**src/hw/rtl/srt_pkg.sv**
```systemverilog
package srt_pkg;

	localparam int SRT_MAX_SEGMENTS = 16;

	localparam logic OP_OPEN = 1'b0;
	localparam logic OP_DATA = 1'b1;

	localparam logic [2:0] STAT_STORED  = 3'd0;
	localparam logic [2:0] STAT_COVERED = 3'd1;
	localparam logic [2:0] STAT_DONE    = 3'd2;
	localparam logic [2:0] STAT_FULL    = 3'd3;
	localparam logic [2:0] STAT_BAD     = 3'd4;
	localparam logic [2:0] STAT_OPENED  = 3'd5;

	typedef struct packed {
		logic        op;
		logic [31:0] seg_start;
		logic [31:0] seg_end;
		logic [31:0] message_length;
	} seg_item_t;

	typedef struct packed {
		logic        complete;
		logic [2:0]  status;
		logic [31:0] bytes_remaining;
	} res_item_t;

	typedef struct packed {
		logic [31:0] lo;
		logic [31:0] hi;
	} ent_t;

	typedef enum logic [2:0] {
		ST_IDLE,
		ST_WALK,
		ST_DECIDE,
		ST_MOVE,
		ST_INSERT,
		ST_FINISH
	} srt_state_t;

endpackage

```
**src/hw/rtl/segment_reassembly_tracker_top.sv**
```systemverilog
// Channel   Valid      Stall      Payload
// seg       seg_valid  seg_stall  seg (op, seg_start, seg_end, message_length)
// res       res_valid  res_stall  res (complete, status, bytes_remaining)
//
// An open, a bad segment or a segment after completion goes straight to the finish state.
// For a stored segment the table memory is walked once from the top entry down
// (one read a cycle), then the entries above the insertion point are moved
// through the same memory before the new interval is written.
// Reset is asynchronous and leaves an empty table with zero bytes remaining.
// seg_stall is high while an item is in work; res_stall holds a finished item
// in the output register and the next item may be taken meanwhile.
module segment_reassembly_tracker_top #(
	parameter int MAX_SEGMENTS = srt_pkg::SRT_MAX_SEGMENTS
) (
	input  logic              clk,
	input  logic              arst_n,
	input  logic              seg_valid,
	output logic              seg_stall,
	input  srt_pkg::seg_item_t seg,
	output logic              res_valid,
	input  logic              res_stall,
	output srt_pkg::res_item_t res
);
	import srt_pkg::*;

	localparam int IW = $clog2(MAX_SEGMENTS);
	localparam int CW = $clog2(MAX_SEGMENTS + 1);

	srt_state_t state_q, state_d;

	ent_t mem_q [MAX_SEGMENTS];
	ent_t rd_q;
	logic rd_en, wr_en;
	logic [IW-1:0] rd_addr, wr_addr;
	ent_t wr_data;

	logic [31:0] s_q, e_q, total_q, rem_q, add_q, sclip_q, rem_new_q;
	logic [CW-1:0] count_q, ins_q, r_q, newcnt_q, left_q;
	logic [IW-1:0] k_q, trim_idx_q, mv_q, pidx_s1;
	logic trim_q, pend_s1;
	logic [2:0] st_pend_q;
	logic cmp_pend_q;
	logic res_valid_q;
	res_item_t res_q;

	logic accept, res_free;
	logic acc_open, acc_done, acc_bad, acc_imm;
	logic gt, lt, sge, sgt, place, remove, drop, trim;
	logic [CW-1:0] cnt_m1, ins_plus_r;
	logic [CW:0] n_new_w, wa_w;
	logic full;

	assign accept   = seg_valid && (state_q == ST_IDLE);
	assign seg_stall = (state_q != ST_IDLE);
	assign res_free = !res_valid_q || !res_stall;
	assign res_valid = res_valid_q;
	assign res      = res_q;

	assign acc_open = (seg.op == OP_OPEN);
	assign acc_done = (rem_q == 32'd0);
	assign acc_bad  = (seg.seg_end <= seg.seg_start) || (seg.seg_end > total_q);
	assign acc_imm  = acc_open || acc_done || acc_bad;

	// Compare the segment against the stored entry that was read last cycle.
	assign gt     = e_q > rd_q.hi;
	assign lt     = e_q < rd_q.hi;
	assign sgt    = s_q > rd_q.lo;
	assign sge    = s_q >= rd_q.lo;
	assign place  = gt && sgt;
	assign remove = (gt && !sgt) || (!gt && !lt && !sge);
	assign drop   = !gt && sge;
	assign trim   = lt && !sge && (e_q >= rd_q.lo);

	assign cnt_m1     = count_q - CW'(1);
	assign ins_plus_r = ins_q + r_q;
	assign n_new_w    = (CW+1)'(count_q) - (CW+1)'(r_q) + (CW+1)'(1);
	assign full       = n_new_w > (CW+1)'(MAX_SEGMENTS);
	assign wa_w       = (CW+1)'(pidx_s1) + (CW+1)'(1) - (CW+1)'(r_q);

	always_comb begin
		state_d = state_q;
		case (state_q)
			ST_IDLE: begin
				if (accept) begin
					if (acc_imm)
						state_d = ST_FINISH;
					else if (count_q == '0)
						state_d = ST_DECIDE;
					else
						state_d = ST_WALK;
				end
			end
			ST_WALK: begin
				if (drop)
					state_d = ST_FINISH;
				else if (place || (k_q == '0))
					state_d = ST_DECIDE;
			end
			ST_DECIDE: state_d = full ? ST_FINISH : ST_MOVE;
			ST_MOVE: begin
				if ((left_q == '0) && !pend_s1)
					state_d = ST_INSERT;
			end
			ST_INSERT: state_d = ST_FINISH;
			ST_FINISH: begin
				if (res_free)
					state_d = ST_IDLE;
			end
			default: state_d = ST_IDLE;
		endcase
	end

	always_comb begin
		rd_en   = 1'b0;
		rd_addr = '0;
		wr_en   = 1'b0;
		wr_addr = '0;
		wr_data = '0;
		case (state_q)
			ST_IDLE: begin
				rd_en   = accept && (count_q != '0);
				rd_addr = cnt_m1[IW-1:0];
			end
			ST_WALK: begin
				rd_en   = (k_q != '0);
				rd_addr = k_q - IW'(1);
			end
			ST_MOVE: begin
				rd_en   = (left_q != '0);
				rd_addr = mv_q;
				wr_en   = pend_s1;
				wr_addr = wa_w[IW-1:0];
				wr_data.lo = (trim_q && (pidx_s1 == trim_idx_q)) ? e_q : rd_q.lo;
				wr_data.hi = rd_q.hi;
			end
			ST_INSERT: begin
				wr_en   = 1'b1;
				wr_addr = ins_q[IW-1:0];
				wr_data.lo = sclip_q;
				wr_data.hi = e_q;
			end
			default: begin
			end
		endcase
	end

	always_ff @(posedge clk) begin
		if (wr_en)
			mem_q[wr_addr] <= wr_data;
		if (rd_en)
			rd_q <= mem_q[rd_addr];
	end

	always_ff @(posedge clk or negedge arst_n) begin
		if (!arst_n) begin
			state_q     <= ST_IDLE;
			count_q     <= '0;
			rem_q       <= '0;
			total_q     <= '0;
			left_q      <= '0;
			pend_s1     <= 1'b0;
			res_valid_q <= 1'b0;
		end else begin
			state_q <= state_d;
			if ((state_q == ST_FINISH) && res_free)
				res_valid_q <= 1'b1;
			else if (res_valid_q && !res_stall)
				res_valid_q <= 1'b0;
			case (state_q)
				ST_IDLE: begin
					if (accept && acc_open) begin
						total_q <= seg.message_length;
						rem_q   <= seg.message_length;
						count_q <= '0;
					end
				end
				ST_DECIDE: begin
					left_q  <= count_q - ins_q - r_q;
					pend_s1 <= 1'b0;
				end
				ST_MOVE: begin
					pend_s1 <= (left_q != '0);
					if (left_q != '0)
						left_q <= left_q - CW'(1);
				end
				ST_INSERT: begin
					count_q <= newcnt_q;
					rem_q   <= rem_new_q;
				end
				default: begin
				end
			endcase
		end
	end

	always_ff @(posedge clk) begin
		case (state_q)
			ST_IDLE: begin
				if (accept) begin
					s_q        <= seg.seg_start;
					e_q        <= seg.seg_end;
					sclip_q    <= seg.seg_start;
					k_q        <= cnt_m1[IW-1:0];
					r_q        <= '0;
					add_q      <= '0;
					ins_q      <= '0;
					trim_q     <= 1'b0;
					cmp_pend_q <= 1'b0;
					if (acc_open)
						st_pend_q <= STAT_OPENED;
					else if (acc_done)
						st_pend_q <= STAT_DONE;
					else
						st_pend_q <= STAT_BAD;
				end
			end
			ST_WALK: begin
				k_q <= k_q - IW'(1);
				if (remove) begin
					r_q   <= r_q + CW'(1);
					add_q <= add_q + (rd_q.hi - rd_q.lo);
				end
				if (trim) begin
					add_q      <= add_q + (e_q - rd_q.lo);
					trim_q     <= 1'b1;
					trim_idx_q <= k_q;
				end
				if (place) begin
					ins_q   <= CW'(k_q) + CW'(1);
					sclip_q <= (s_q < rd_q.hi) ? rd_q.hi : s_q;
				end
				if (drop)
					st_pend_q <= STAT_COVERED;
			end
			ST_DECIDE: begin
				newcnt_q  <= n_new_w[CW-1:0];
				rem_new_q <= rem_q + add_q - (e_q - sclip_q);
				// With nothing removed the upper entries move up, so go from the top.
				mv_q      <= (r_q == '0) ? cnt_m1[IW-1:0] : ins_plus_r[IW-1:0];
				if (full)
					st_pend_q <= STAT_FULL;
			end
			ST_MOVE: begin
				if (left_q != '0) begin
					pidx_s1 <= mv_q;
					mv_q    <= (r_q == '0) ? (mv_q - IW'(1)) : (mv_q + IW'(1));
				end
			end
			ST_INSERT: begin
				st_pend_q  <= STAT_STORED;
				cmp_pend_q <= (rem_new_q == 32'd0);
			end
			ST_FINISH: begin
				if (res_free) begin
					res_q.complete        <= cmp_pend_q;
					res_q.status          <= st_pend_q;
					res_q.bytes_remaining <= rem_q;
				end
			end
			default: begin
			end
		endcase
	end

	a_count_bound: assert property (@(posedge clk) disable iff (!arst_n)
		count_q <= CW'(MAX_SEGMENTS))
		else $error("interval count exceeds table depth");

	a_no_rw_clash: assert property (@(posedge clk) disable iff (!arst_n)
		(wr_en && rd_en) |-> (wr_addr != rd_addr))
		else $error("table read and write hit the same entry");

	a_insert_then_finish: assert property (@(posedge clk) disable iff (!arst_n)
		(state_q == ST_INSERT) |=> (state_q == ST_FINISH))
		else $error("insert not followed by result");

	a_result_source: assert property (@(posedge clk) disable iff (!arst_n)
		(res_valid && !$past(res_valid)) |-> $past(state_q == ST_FINISH))
		else $error("result loaded outside finish state");

endmodule

```
**config.mk**
```make
export PLATFORM = sky130hd
export DESIGN_NAME = segment_reassembly_tracker_top
export DESIGN_NICKNAME = d
export VERILOG_FILES = /design/src/hw/rtl/srt_pkg.sv /design/src/hw/rtl/segment_reassembly_tracker_top.sv
export SDC_FILE = /design/constraint.sdc
export NUM_CORES = 2
export LEC_CHECK = 0
export ABC_AREA = 0
export ABC_CLOCK_PERIOD_IN_PS = 6300
export BUFFER_PORTS_ARGS = -buffer_cell sky130_fd_sc_hd__buf_2
export CORE_ASPECT_RATIO = 1.2
export CORE_UTILIZATION = 45
export CTS_BUF_LIST = sky130_fd_sc_hd__clkbuf_8 sky130_fd_sc_hd__clkbuf_16
export CTS_CLUSTER_SIZE = 30
export DETAILED_ROUTE_END_ITERATION = 12
export PLACE_DENSITY = 0.63
export SLEW_MARGIN = 20
export SYNTH_ARGS = -nofsm -noshare
export SYNTH_HDL_FRONTEND = slang
export SYNTH_SLANG_ARGS = --single-unit
export TNS_END_PERCENT = 5
```
**constraint.sdc**
```tcl
create_clock -name clk -period 6.3 [get_ports clk]
set_input_delay 0.63 -clock clk [delete_from_list [all_inputs] [get_ports clk]]
set_output_delay 0.63 -clock clk [all_outputs]
set_load 0.01 [all_outputs]
```
==> impl_results.md <==
* Worst Hold Path Cells at 1
* Net count, final at 5,377
* Dpl cells at about 6,600
* Total gr overflow at 0
* Ys async rst share at 0.0565
* Skew final at 29.0 ps
* Top post-synthesis cells by area: edfxtp_1, mux4_2, ha_1, fa_1, dfrtp_1
* PostCTS Resize Cnt at 0
* Register area share after synthesis at 0.620
* CP startpoint kind: flop
* RSZ-0062 raised after global routing: no
* Max clock buf depth at 3
* Hold buffer count at CTS at 1
* Initial antenna violation count at 8
* DR WL/cell at approximately 27 um
* Final wirelength at about 180,000 um
* Hold Violations, Final at 0
* Most instantiated library cell after synthesis: edfxtp_1
* Post-Synth XOR/XNOR Area at 0.0158
* Adder-Cell Fraction of Synth Area at 0.0985
* Worst R2R Start: e_q[1]
* Maxcap violations at 0
* Synth Cell Area at 0.0671 mm^2
* Compound-Gate Fraction of Synth Area at 0.0763
* Drt drc at 0
* Post-synthesis mux area share at 0.0944
* Total setup buffers inserted after CTS at 0
* Routed metal-1 wirelength at 77,100 um
* Mean post-synth cell area at 14.7 um^2
* Share of layout cells above drive strength 1 at 0.166
* Routed vias/inst at about 5.8
* Synth warn at 0
* Detailed-route via count at about 40,000
* Yosys reg bits at between 1,000 and 1,500
* Core area at 0.147 mm^2
* Post-Syn Instances at between 4,000 and 5,000
* GP Congestion at 0.924
* Tcrit/Tclk final at 0.733
* DRT Pass-1 Iters at 5
* Worst setup path class: flop to flop
* Initial DRC count at around 4,000
* Dpl hpwl at about 130,000 um
* Setup Viol. Count Final at 0
* Prevailing post-synth register cell: edfxtp_1
* H-tree depth at 4
* CTS sink cnt at roughly 1,400
* CP Data Arrival Time at 5140 ps
* Distinct cells, synth at 81
* Hold path endpoint: s_q[25]
* Clock latency on the worst-skew pair at 790 ps
* Status: completed
* Worst slew pin tran at 1100 ps
* HP Start: seg[89]
* Area growth from synthesis to layout at 12.8%
* Max Fclk at 216 MHz
* Die ar. at roughly 0.15 mm^2
* # port buffers at 138
* Min Hold Slack at roughly 57 ps
* Largest family of logic cells by synthesized area: adder cells
* Largest net degree at the start of global routing at between 70 and 80
* Chip width at 355 um
* Routed wl met3 at 11,700 um
* Crit path capture type: flop
* Finished Layout Cells at slightly below 7,000
* Minimum clock period at 4620 ps
* Die H at ~430 um
* # rows at 154
* DRT antenna net count at 0
* Top cell type by total area after synthesis: edfxtp_1
* Worst rel slew slack at 0.267
* Setup Total Neg Slack at 0 ps
* Highest Signal Layer: met5
* Clock slew at reported path FFs at 60 ps
* Worst EP required at roughly 7000 ps
* Final setup margin at ~1700 ps
* Number of flops mapped to enable cells by yosys at approximately 1,300
* First-pass GRT wire length at 268,000 um
* Met2 wire len at between 80,000 and 90,000 um
* CP Max Fanout at 4
* Tot GR Track Use at 0.245
* CP Launch Point: e_q[1]
* TritonCTS Buffers at 137
* Final Max Tran Viols at 0
* I/O Pins at 139
* Clk root buf: clkbuf_16
* Post-Synth Simple-Gate Area at 0.0556
* Worst Reg2Reg Path Length in Cells at 17
* Net count after synthesis at 5,117
* Starting Density at 0.455
* R2r endpoint: rem_new_q[31]
* Area fraction of the dominant cell type after synthesis at 0.591
* Worst hold path class: input pin to flop
* Commonest cells in the netlist: edfxtp_1, inv_1, nand2_1, ha_1, mux4_2
* Setup slack at placement at between 1500 and 2000 ps
* Number of global-route vias before repair at 40,066
* Reg-to-reg setup timing slack at 1680 ps
* CTS tree: yes
through the flow:
step / utilization / instance area, um^2
after floorplan: - / 67100
after global placement: 0.483 / 71200
after detailed placement: 0.483 / 71300
after CTS: 0.513 / 75600
after global routing: 0.514 / 75700
final: 0.514 / 75700
worst max-delay path, cell delays in order (launching register included):
cell,delay [ps]
edfxtp_1,370
inv_1,140
fa_1,550
inv_1,50
fa_1,500
inv_1,50
ha_1,210
fa_1,470
a21o_1,190
nand4_1,130
nand3_1,160
a221oi_2,510
a2111oi_2,220
o211ai_2,240
a21boi_1,110
o21bai_1,180
a31o_2,180
xnor2_1,70
worst max path at each step:
stage               endpoint  cells past startpoint
6_report       rem_new_q[31]                     17
2_1_floorplan       ins_q[0]                      9
4_1_cts        rem_new_q[27]                     17
3_5_place_dp       add_q[30]                     13
5_1_grt        rem_new_q[31]                     17
3_3_place_gp   rem_new_q[27]                     17
layout make-up:
cell class	instances	area (um^2)
multi-input cells	2495	23200
well taps	1950	2440
inverters	506	1900
diodes	1	2.50
clock inverters	90	726
clock buffers	147	3630
flip-flops and latches	1399	41600
repair buffers	288	2170
fillers	12160	71700
sequential cells by signal (all words and copies together), names as in the netlist, 3 cells and up:
name        cells
sclip_q        32
state_q         3
trim_idx_q      4
rem_new_q      32
total_q        32
newcnt_q        5
mem_q        1024
pidx_s1         4
ins_q           5
st_pend_q       3
mv_q            4
rem_q          32
r_q             5
res            36
k_q             4
s_q            32
rd_q           64
e_q            32
count_q         5
add_q          32
left_q          5
routing by layer:
layer / up-vias / GRT usage
met4: 6 / 0.0744
met5: - / 0
met1: 20769 / 0.337
met2: 1448 / 0.405
met3: 225 / 0.0330
li1: 17671 / -
cell usage in the layout (no fill, tap or decap), drive strengths merged, types with 56 or more instances in the layout:
master | Yosys | routed
dfrtp | 79 | 79
mux4 | 256 | 256
mux2i | 56 | 56
fa | 132 | 132
buf | 63 | 286
a21o | 69 | 69
ha | 317 | 317
a31oi | 76 | 76
and2 | 71 | 71
nand2 | 372 | 372
a21oi | 195 | 195
o22ai | 63 | 63
xnor2 | 83 | 83
nor2 | 163 | 163
o21ai | 152 | 152
inv | 505 | 541
clkbuf | 104 | 148
a211oi | 91 | 91
edfxtp | 1320 | 1320
cells by family after synthesis:
kind of cell | Yosys count
flops | 1399
simple gates | 815
compound gates | 797
buf+inv | 673
fa+ha+maj | 449
mux | 313
xor+xnor | 121
Power is not shown: default switching activity piles up to over one toggle a cycle in this logic, so the estimate is an artifact.
